[src/stfe_pkg.sv]
// Shared types and constants for the scope trigger frame encoder.
// No dependencies; imported by the cfg channel interface and every module.
package stfe_pkg;

	localparam int CFG_IDX_W  = 3;
	localparam int CFG_DATA_W = 14;

	// configuration register indexes
	localparam logic [CFG_IDX_W-1:0] REG_MODE      = 3'd0;
	localparam logic [CFG_IDX_W-1:0] REG_TRIG_SEL  = 3'd1;
	localparam logic [CFG_IDX_W-1:0] REG_TRIG_LVL  = 3'd2;
	localparam logic [CFG_IDX_W-1:0] REG_FRAME_LEN = 3'd3;
	localparam logic [CFG_IDX_W-1:0] REG_TIMEOUT   = 3'd4;

	// request kinds and run commands
	localparam logic       REQ_SAMPLE = 1'b0;
	localparam logic       REQ_CMD    = 1'b1;
	localparam logic [1:0] RUN_STOP   = 2'd0;
	localparam logic [1:0] RUN_RUN    = 2'd1;
	localparam logic [1:0] RUN_SINGLE = 2'd2;

	// trigger selector
	localparam logic [1:0] TRIG_FREE = 2'd0;
	localparam logic [1:0] TRIG_POS  = 2'd1;
	localparam logic [1:0] TRIG_NEG  = 2'd2;

	// capture phase
	localparam logic [1:0] PH_ARMED   = 2'd0;
	localparam logic [1:0] PH_CAPTURE = 2'd1;
	localparam logic [1:0] PH_DISCARD = 2'd2;

	// second-byte flag patterns and the discard byte
	localparam logic [7:0] FLAG_BURST      = 8'h20;
	localparam logic [7:0] FLAG_BURST_LAST = 8'h40;
	localparam logic [7:0] FLAG_CONT       = 8'h60;
	localparam logic [7:0] FLAG_CONT_END   = 8'hA0;
	localparam logic [7:0] BYTE_DISCARD    = 8'hC0;

	// reset values
	localparam logic [9:0]  TRIG_LVL_RST  = 10'd512;
	localparam logic [8:0]  FRAME_LEN_RST = 9'd480;
	localparam logic [13:0] TIMEOUT_RST   = 14'd10000;
	localparam logic [9:0]  PREV_RST      = 10'd512;

	typedef struct packed {
		logic        cont_mode;
		logic [1:0]  trig_sel;
		logic [9:0]  trig_level;
		logic [8:0]  frame_len;
		logic [13:0] trig_timeout;
	} cfg_t;

	typedef struct packed {
		logic [1:0]  run_state;
		logic [1:0]  phase;
		logic [9:0]  prev_sample;
		logic        first_after_arm;
		logic [13:0] wait_count;
		logic [8:0]  rec_count;
	} state_t;

	localparam cfg_t CFG_RST = '{
		cont_mode:    1'b0,
		trig_sel:     TRIG_FREE,
		trig_level:   TRIG_LVL_RST,
		frame_len:    FRAME_LEN_RST,
		trig_timeout: TIMEOUT_RST
	};

	localparam state_t ST_RST = '{
		run_state:       RUN_RUN,
		phase:           PH_ARMED,
		prev_sample:     PREV_RST,
		first_after_arm: 1'b1,
		wait_count:      14'd0,
		rec_count:       9'd0
	};

	// back to waiting for a trigger, counts cleared
	function automatic state_t rearm(state_t s);
		state_t r;
		r                 = s;
		r.phase           = PH_ARMED;
		r.first_after_arm = 1'b1;
		r.wait_count      = '0;
		r.rec_count       = '0;
		return r;
	endfunction

endpackage

[src/stfe_step.sv]
// Next-state and byte encoding for one registered request.
// Depends on stfe_pkg (cfg_t, state_t, codes, rearm).
module stfe_step import stfe_pkg::*; #(
	parameter int FRAME_MAX = 480
) (
	input  cfg_t       cfg,
	input  state_t     cur,
	input  logic       req_type,
	input  logic [9:0] sample,
	input  logic [1:0] run_cmd,
	output state_t     nxt,
	output logic [1:0] nres,
	output logic [7:0] byte0,
	output logic [7:0] byte1
);

	localparam logic [8:0] FRAME_MAX_W = 9'(FRAME_MAX);

	logic [8:0]  len;
	logic [7:0]  flag;
	logic [1:0]  ph;
	logic [1:0]  miss_phase;
	logic        go;
	logic        hit;
	logic [9:0]  ref_lvl;
	logic [13:0] wc_inc;
	logic [9:0]  fc_inc;
	logic [8:0]  fc_n;

	always_comb begin
		if (cfg.frame_len == '0) begin
			len = 9'd1;
		end else if (cfg.frame_len > FRAME_MAX_W) begin
			len = FRAME_MAX_W;
		end else begin
			len = cfg.frame_len;
		end
	end

	assign ref_lvl    = cur.first_after_arm ? cfg.trig_level : cur.prev_sample;
	assign wc_inc     = cur.wait_count + 14'd1;
	assign fc_inc     = {1'b0, cur.rec_count} + 10'd1;
	assign miss_phase = cfg.cont_mode ? PH_CAPTURE : PH_DISCARD;

	// crossing sense kept as specified: positive fires falling onto the level
	always_comb begin
		case (cfg.trig_sel)
			TRIG_POS: hit = (ref_lvl > cfg.trig_level) && (sample <= cfg.trig_level);
			TRIG_NEG: hit = (ref_lvl < cfg.trig_level) && (sample >= cfg.trig_level);
			default:  hit = 1'b0;
		endcase
	end

	always_comb begin
		nxt  = cur;
		nres = 2'd0;
		flag = FLAG_BURST;
		ph   = cur.phase;
		go   = 1'b0;
		fc_n = cur.rec_count;
		if (req_type == REQ_CMD) begin
			case (run_cmd)
				RUN_STOP: nxt.run_state = RUN_STOP;
				RUN_RUN: begin
					nxt           = rearm(cur);
					nxt.run_state = RUN_RUN;
				end
				RUN_SINGLE: begin
					nxt           = rearm(cur);
					nxt.run_state = RUN_SINGLE;
					nres          = 2'd1;
				end
				default: ;
			endcase
		end else begin
			go = 1'b1;
			if (cur.phase == PH_ARMED) begin
				if (cfg.trig_sel == TRIG_FREE) begin
					ph = PH_CAPTURE;
				end else if (cfg.trig_timeout == '0) begin
					ph = miss_phase;
				end else begin
					// the trigger or timeout sample is not part of the frame
					go                  = 1'b0;
					nxt.prev_sample     = sample;
					nxt.first_after_arm = 1'b0;
					if (hit) begin
						nxt.wait_count = '0;
						nxt.phase      = PH_CAPTURE;
					end else if (wc_inc >= cfg.trig_timeout) begin
						nxt.wait_count = '0;
						nxt.phase      = miss_phase;
					end else begin
						nxt.wait_count = wc_inc;
					end
				end
			end
			if (go) begin
				nxt.phase = ph;
				if (cfg.cont_mode) begin
					if (cur.run_state != RUN_STOP) begin
						nres = 2'd2;
						if (cur.rec_count >= len) begin
							flag = FLAG_CONT_END;
							fc_n = '0;
							if (cur.run_state == RUN_SINGLE) begin
								nxt.run_state = RUN_STOP;
							end
						end else begin
							flag = FLAG_CONT;
							fc_n = fc_inc[8:0];
						end
					end
					nxt.rec_count = fc_n;
					if (fc_n == '0) begin
						nxt = rearm(nxt);
					end
				end else begin
					if (ph == PH_CAPTURE && cur.run_state != RUN_STOP) begin
						nres = 2'd2;
						flag = (fc_inc >= {1'b0, len}) ? FLAG_BURST_LAST : FLAG_BURST;
					end
					nxt.rec_count = fc_inc[8:0];
					if (fc_inc[8:0] >= len) begin
						if (ph == PH_CAPTURE && cur.run_state == RUN_SINGLE) begin
							nxt.run_state = RUN_STOP;
						end
						nxt = rearm(nxt);
					end
				end
			end
		end
	end

	assign byte0 = {3'b000, sample[9:5]};
	assign byte1 = (nres == 2'd1) ? BYTE_DISCARD : {flag[7:5], sample[4:0]};

endmodule

[config.mk]
export PLATFORM = sky130hd
export DESIGN_NAME = stfe_step
export DESIGN_NICKNAME = d
export VERILOG_FILES = /design/src/stfe_pkg.sv /design/src/stfe_step.sv
export SDC_FILE = /design/constraint.sdc
export NUM_CORES = 1
export LEC_CHECK = 0
export BUFFER_PORTS_ARGS = -buffer_cell sky130_fd_sc_hd__buf_4
export CAP_MARGIN = 20
export CORE_AREA = 2 2 80 82
export DETAILED_ROUTE_END_ITERATION = 10
export DIE_AREA = 0 0 82 84
export PLACE_DENSITY_LB_ADDON = 0.1
export SETUP_SLACK_MARGIN = 0.1
export SLEW_MARGIN = 20
export SYNTH_ARGS = -nofsm -noshare
export SYNTH_HDL_FRONTEND = slang
export SYNTH_SLANG_ARGS = --single-unit
[constraint.sdc]
create_clock -name vclk -period 8.9
set_clock_uncertainty 0.05 [all_clocks]
set_input_delay 0.89 -clock vclk [all_inputs]
set_output_delay 0.89 -clock vclk [all_outputs]
set_load 0.01 [all_outputs]
After elaboration in Yosys (flattened, before gate mapping)
Index checks and enable logic that the tools add are counted.
{"block": "op_classes", "n_addsub": 2, "n_lt_le_gt_ge": 9, "n_eq_ne": 7, "muxes": 50, "n_reduce_logical": 12}
{"op": "two-way mux 38 bit", "count": 4}
{"op": "two-way mux 27 bit", "count": 3}
{"op": "two-way mux 36 bit", "count": 2}
{"op": "two-way mux 9 bit", "count": 7}
{"op": "two-way mux 8 bit", "count": 6}
{"op": "two-way mux 2 bit", "count": 16}
{"op": "two-way mux 14 bit", "count": 2}
{"op": "greater-or-equal comparator 9 bit", "count": 2}
{"op": "logical NOT 9 bit", "count": 2}
{"op": "adder 14 x 1 -> 14 bit (second input constant)", "count": 1}
{"op": "greater-or-equal comparator 14 bit", "count": 1}
{"op": "logical NOT 14 bit", "count": 1}
{"op": "two-way mux 7 bit", "count": 2}
{"op": "adder 9 x 1 -> 10 bit (second input constant)", "count": 1}
{"op": "greater-or-equal comparator 10 bit", "count": 1}
{"op": "greater-or-equal comparator 10 x 9 -> 1 bit", "count": 1}
{"op": "greater-than comparator 10 bit", "count": 1}
{"op": "less-or-equal comparator 10 bit", "count": 1}
{"op": "< comparator 10 bit", "count": 1}
{"op": "two-way mux 10 bit", "count": 1}
{"op": "greater-than comparator 9 bit (second input constant)", "count": 1}
{"op": "== test 2 x 1 -> 1 bit (second input constant)", "count": 4}
{"op": "== test 2 bit (second input constant)", "count": 3}
{"op": "logical NOT 2 bit", "count": 3}
{"op": "other kinds (6)", "count": 13}
{"block": "word_totals", "ff_bits": 0, "input_bits": 87, "out_inout_bits": 56}

Logic depth before layout (Yosys ltp)
Gate-level depths: netlist (run 1).
{"block": "depth", "ltp_word": 14, "ltp_mapped": 15}

Worst setup path before layout (run 1)
Ideal clock, no wire load.
{"block": "synth_timing", "path_kind": "in2out", "startpoint": "input port cur[23] (netlist bit)", "endpoint": "output port nxt[16] (netlist bit)", "arrival_time_ps": 3979, "required_ps": 7960, "path_slack_ps": 3981, "cell_stages": 11, "path_buffers": 1, "cell_sequence": "clkbuf_1 -> mux2_2 -> ha_1 -> a21o_1 -> a21oi_1 -> nor2b_1 -> a2111oi_1 -> mux2_2 -> or3_1 -> or3_1 -> o21ai_0"}
{"item": "start: declaration", "line": "stfe_step.sv:7", "source": "input state_t cur,"}
{"item": "end: declaration", "line": "stfe_step.sv:11", "source": "output state_t nxt,"}

==> results.toml, run 1 <==
[setup_path]
required_ns = 7.96
critPathMaxStageDelay_ns = 0.77
crit_chain = "buf_4, ha_1, nand3_1, nor2_1, inv_1, or4_1, xnor2_1, ha_1, a31o_2, nand3_1, o21ai_0, nor3_2, a211oi_1, o22ai_1, buf_4"
cp_num_buf_inv = 3
startpoint_type = "primary input"
critical_path.top_delay_family = "simple AND/OR/NAND/NOR gates"
path_max_fanout = 13
endpoint_kind = "output port"
crit_type = "in2out"
slowest_stage = "nor3_2"
critPathArrivalTime_ns = 4.56
crit_start = "cur[9]"

[synth]
syn_inst = 466
synth_top_area_cell = "ha_1"
synth_area_um2 = 3130
synth_top_area_share_pct = 24.0
synth_common_cells = "nand2_1 (67), ha_1 (60), inv_1 (55)"
synth.most_common_cell = "nand2_1"
synth.distinct_cells = 64
ys_seq_area_share_pct = 0
synth_area_leaders = "ha_1 (24%), nand2_1 (8.0%), inv_1 (6.6%), a21oi_1 (4.3%), mux2_2 (4.0%)"
syn_area_per_cell_um2 = 6.72
synth_warnings = 0

[global_route]
grt_max_degree = 18
track_usage_pct = 26.3
antenna_found_initial = 0
grt_pass1_wl_mm = 15.3
grt_pass1_vias = 3491
grt-ovfl-total = 0

[cells_and_area]
nets = 735
nClkBuffers = 0
final_cells = 663
design.seq.count = 0
stdcell_area_um2 = 4150
num_antenna_cells = 0
drive_gt1_share_pct = 27.8
ff_latch_area_um2 = 0
fin_util_pct = 68.1
syn2layout_area_growth_pct = 32.6

[timing]
tns_ns = 0
rsz0062_at_grt = "no"
slew_viol_final = 0
worst_pin_slew_ns = 0.837
setup_violations = 0
hold_viol_final = 0
max_freq_mhz = 182
fin_hold_ws_ns = 1.93
slew_headroom_pct = 43.9
finalCritPeriodShare_pct = 61.8
period_needed_ns = 5.50

[power_and_ir_drop]
p_per_area_nw_per_um2 = 56.5
p_leak_nw = 2.21
irDropWorstVdd_uv = 32.4

[drt]
antenna_left = 0
dr_total_vias = 3809
drt_iter0_markers = 199
first_pass_iters = 5
drc_errors = 0
vias_per_cell = 5.75
wl_mm = 9.49
wl_per_cell_um = 14.3

[placement]
dp_cells = 663
hpwl_mm = 8.01
dpl_cell_area_um2 = 4150
port_buffers = 140
place.gp.congestion = 0.968

[clock_tree]
ctsHoldBuffers = 0
post_cts_resize_count = 0
post_cts_buffers = 0

[worst_hold_path]
min_from = "sample[6]"
hold_path_depth = 2
hold_class = "in2out"
whs_endpoint = "byte0[1]"

[die]
die_h_um = 84
die_area_um2 = 6890
core.rowCount = 29
io-pin-count = 143
die_w_um = 82
start_util_pct = 51.4
coreArea_um2 = 6100

[run]
cap_viol_max_count = 0

[status]
status = "completed"
[power by group]
| part | switching (mW) | leakage (nW) | total [mW] | internal, mW |
|---|---|---|---|---|
| Combinational | 0.121 | 2.21 | 0.235 | 0.113 |
| Sequential | 0 | 0 | 0 | 0 |
| Clock | 0 | 0 | 0 | 0 |
[metal layers]
layer	vias up	track usage, %	wire length, µm	part of all wire (%)
li1	1916	-	-	-
met1	1729	36.5	4180	44
met2	160	46.7	4570	48
met3	4	0.433	708	7.5
met4	0	1.97	29	0.31
met5	-	0	0	0
[kinds of logic after synthesis]
family / synth area share [%]
simple gates: 27.1
compound gates: 28.0
buf+inv: 10.9
fa+ha+maj: 24.0
xor+xnor: 5.04
mux: 4.92
other cells: 0.120
[how the worst max path moves through the flow]
stage / to / slack, ns / cells past startpoint
after floorplan: nxt[16] / 3.98 / 11
after global placement: nxt[15] / 3.58 / 15
after detailed placement: nxt[15] / 3.46 / 15
after CTS: nxt[15] / 3.46 / 15
after global routing: nxt[15] / 2.98 / 15
final: nxt[15] / 3.40 / 15
[metrics by stage]
step | setup WS (ns) | power (mW)
after global routing | 2.98 | 0.259
after global placement | 3.58 | 0.228
after CTS | 3.46 | 0.233
after floorplan | 3.98 | 0.137
after detailed placement | 3.46 | 0.232
final | 3.40 | 0.235
[cell type report]
type / instances / area [µm²]
fill: 599 / 1940
inverter: 55 / 206
multi-input combinational: 391 / 2800
tap: 77 / 96.3
timing repair buffer: 140 / 1050
[cells in the final DEF (no fill, tap or decap), drive strengths merged, types with 2 or more instances in the layout]
cell     instances
a211oi           7
xor2             6
a22o             8
buf            140
a41oi            3
nor2b            4
a211o            4
a21oi           27
a311oi           2
nand4           13
mux2            11
nor2            31
inv             55
o21ai           22
a21o            11
a31oi            8
or3              4
mux2i            3
nor3             8
or2              3
o2bb2ai          4
ha              60
nand3           11
and2             8
o2111ai          2
conb             3
xnor2           12
o31ai            2
o21a             4
a221oi           2
o22ai            6
nand2b           6
nor4             6
or4              4
and3             2
nand2           68
(Power assumes the default switching activity.)
==> run 2: changes to the inputs <==
CORE_AREA = 2 2 83 85   (was 2 2 80 82)
DIE_AREA = 0 0 85 87   (was 0 0 82 84)
clock period = 5.6 ns   (was 8.9 ns; I/O delays follow)
==> results.toml, run 2 (same netlist as run 1, synthesis figures left out) <==
[global_route]
grt_util_met3_pct = 0.758
use_met1_pct = 37.0
track_usage_pct = 25.9
grt_pass1_wl_mm = 16.3
grt_max_degree = 18
grt_pass1_vias = 3463
grt_busiest_layer = "met2"
antenna_found_initial = 0
grt-ovfl-total = 0
grtUsageMet2_pct = 45.1

[cells_and_area]
mostFrequentLayoutCells = "buf_4 (140), nand2_1 (67), ha_1 (60)"
final_cells = 666
fin_util_pct = 63.3
design.seq.count = 0
ff_latch_area_um2 = 0
drive_gt1_share_pct = 27.8
nFillCells = 623
nClkBuffers = 0
syn2layout_area_growth_pct = 32.7
num_antenna_cells = 0
nets = 735
multi_input_area_um2 = 2800
final_common_cell = "buf_4"

[status]
status = "completed"

[setup_path]
startpoint_type = "primary input"
critPathMaxStageDelay_ns = 0.74
path_max_fanout = 13
critPathArrivalTime_ns = 4.21
cp.depth = 15
cp_num_buf_inv = 2
critical_path.top_delay_family = "simple AND/OR/NAND/NOR gates"
crit_type = "in2out"
crit_chain = "buf_4, nand3_1, nor2_1, nand4_1, nor2_1, xor2_1, ha_1, a221oi_1, nor2b_1, o221a_2, o21ai_0, nor3_2, a211oi_1, o21ai_0, buf_4"
slowest_stage = "nor3_2"
crit_end = "nxt[16]"
endpoint_kind = "output port"
required_ns = 4.99
crit_start = "cur[11]"

[power_and_ir_drop]
p_per_area_nw_per_um2 = 90.4
clkPwrFrac_pct = 0
p_leak_nw = 2.21
swShare_pct = 51.9
power.switching_mw = 0.195
irDropWorstVdd_uv = 49.7
p_seq_share_pct = 0
internal_power_mw = 0.181
combPwrFrac_pct = 100.0

[placement]
place.gp.congestion = 0.935
port_buffers = 140
hpwl_mm = 8.36
dp_cells = 666

[timing]
worst_pin_slew_ns = 0.804
tns_ns = 0
slew_viol_final = 0
fin_hold_ws_ns = 1.27
finalCritPeriodShare_pct = 86.1
setup_violations = 0
slew_headroom_pct = 46.1
hold_viol_final = 0
max_freq_mhz = 207
rsz0062_at_grt = "no"
period_needed_ns = 4.82

[clock_tree]
post_cts_resize_count = 0
ctsHoldBuffers = 0
post_cts_buffers = 0

[die]
die_h_um = 87
io-pin-count = 143
die_area_um2 = 7400
start_util_pct = 47.7
die_w_um = 85
core.rowCount = 30
coreArea_um2 = 6570

[drt]
drc_errors = 0
wl_per_cell_um = 14.9
vias_per_cell = 5.71
drt_iter0_markers = 191
dr_total_vias = 3805
first_pass_iters = 5
wl_mm = 9.89
antenna_left = 0

[run]
cap_viol_max_count = 0

[worst_hold_path]
hold_class = "in2out"
run 2: cell counts in the layout (fill, tap and decap cells not counted):
No cell type changed its count.
run 2: routing by layer:
metal | vias up | wire length, µm
met1 | 1698 | 4370
met5 | - | 0
met4 | 0 | 81
li1 | 1925 | -
met3 | 8 | 796
met2 | 174 | 4650
run 2: power by group through the flow:
stage	clock [mW]	sequential, mW	combinational, mW
2_1_floorplan	0	0	0.217
3_3_place_gp	0	0	0.364
3_5_place_dp	0	0	0.372
4_1_cts	0	0	0.374
5_1_grt	0	0	0.419
6_report	0	0	0.376
run 2: metrics by stage:
stage          setup WS, ns  area (µm²)  power (mW)
6_report              0.779        4160       0.376
2_1_floorplan          1.34        3140       0.217
4_1_cts               0.829        4160       0.374
5_1_grt               0.387        4160       0.419
3_3_place_gp          0.990        4160       0.364
3_5_place_dp          0.839        4160       0.372
run 2: area by class of cell:
cell class | count | area share (%)
repair buffers | 140 | 25.3
inverters | 55 | 4.97
well taps | 80 | 2.41
multi-input cells | 391 | 67.3
run 2: worst min-delay path by stage:
stage | startpoint | cells after the start | to | slack [ns]
final | sample[7] | 2 | byte0[2] | 1.27
after global routing | sample[7] | 2 | byte0[2] | 1.28
after CTS | sample[7] | 2 | byte0[2] | 1.27
after detailed placement | sample[7] | 2 | byte0[2] | 1.27
after global placement | sample[7] | 2 | byte0[2] | 1.27
after floorplan | sample[5] | 1 | byte0[0] | 1.16
==> run 3: changes to the inputs <==
CELL_PAD_IN_SITES_DETAIL_PLACEMENT = 1   (was default)
CELL_PAD_IN_SITES_GLOBAL_PLACEMENT = 1   (was default)
CORE_AREA = 2 2 99 101   (was 2 2 83 85)
DIE_AREA = 0 0 101 103   (was 0 0 85 87)
RECOVER_POWER = 50   (was default)
==> results.toml, run 3 (same netlist as run 1, synthesis figures left out) <==
[global_route]
grt_pass1_vias = 3889
track_usage_pct = 21.1
grt-ovfl-total = 0
antenna_found_initial = 0
grt_max_degree = 18
grt_pass1_wl_mm = 18.4

[run]
cap_viol_max_count = 0

[setup_path]
startpoint_type = "primary input"
required_ns = 4.99
endpoint_kind = "output port"
path_max_fanout = 17
crit_type = "in2out"
crit_start = "cfg[12]"
critPathArrivalTime_ns = 4.09

[clock_tree]
ctsHoldBuffers = 0
post_cts_resize_count = 0
post_cts_buffers = 0

[placement]
port_buffers = 140
dp_cells = 701
place.gp.congestion = 0.963
hpwl_mm = 10.0
dpl_cell_area_um2 = 4210

[cells_and_area]
mostFrequentLayoutCells = "buf_4 (119), nand2_1 (67), ha_1 (60)"
num_antenna_cells = 0
stdcell_area_um2 = 4110
ff_latch_area_um2 = 0
syn2layout_area_growth_pct = 31.2
final_cells = 701
fin_util_pct = 43.4
final_common_cell = "buf_4"
multi_input_area_um2 = 2780
design.seq.count = 0
nClkBuffers = 0
nFillCells = 1285
nets = 736
drive_gt1_share_pct = 24.0

[timing]
period_needed_ns = 4.70
hold_viol_final = 0
slew_viol_final = 0
slew_headroom_pct = 25.5
rsz0062_at_grt = "no"
max_freq_mhz = 213
finalCritPeriodShare_pct = 83.8
setup_violations = 0
worst_pin_slew_ns = 1.11
tns_ns = 0

[die]
io-pin-count = 143
die_area_um2 = 10400
coreArea_um2 = 9460
core.rowCount = 36
die_h_um = 103
die_w_um = 101
start_util_pct = 33.1

[drt]
wl_mm = 11.5
dr_total_vias = 3838
wl_per_cell_um = 16.4
drc_errors = 0
first_pass_iters = 4
antenna_left = 0
vias_per_cell = 5.48
drt_iter0_markers = 72

[power_and_ir_drop]
p_per_area_nw_per_um2 = 90.9
irDropWorstVdd_uv = 36.3
p_leak_nw = 2.13

[worst_hold_path]
min_from = "sample[9]"
hold_class = "in2out"

[status]
status = "completed"
run 3: final timing paths:
path              slack, ns        to  depth (start not counted)
setup / recovery       0.90   nxt[19]                         10
hold / removal         1.31  byte0[4]                          2
run 3: cell type report:
class              count  area share (%)
inverters             55            5.03
well taps            114            3.47
multi-input cells    391            67.7
repair buffers       141            23.8
run 3: metal layers:
| layer | up-vias | routed length, µm | track usage (%) |
|---|---|---|---|
| li1 | 1921 | - | - |
| met1 | 1805 | 5140 | 26.9 |
| met2 | 102 | 5730 | 40.7 |
| met3 | 10 | 483 | 0.678 |
| met4 | 0 | 131 | 2.49 |
| met5 | - | 0 | 0 |
run 3: power by group:
group,internal [mW],switching [mW],total [mW]
combinational,0.173,0.201,0.373
clock,0,0,0
sequential,0,0,0
run 3: critical path: stages:
cell	delay, ns
buf_4	0.11
or4_4	0.51
nor4_1	0.91
or4_1	0.41
nand2b_1	0.66
nor3_2	0.06
buf_4	0.22
a211o_1	0.29
a21o_1	0.20
buf_4	0.15
run 3: through the flow:
step | setup slack (ns) | total power [mW] | hold WS [ns]
floorplan | 1.34 | 0.217 | 1.16
global route | 0.500 | 0.417 | 1.32
finish | 0.905 | 0.373 | 1.31
CTS | 0.870 | 0.387 | 1.27
global placement | 0.956 | 0.375 | 1.27
detailed placement | 0.878 | 0.385 | 1.27
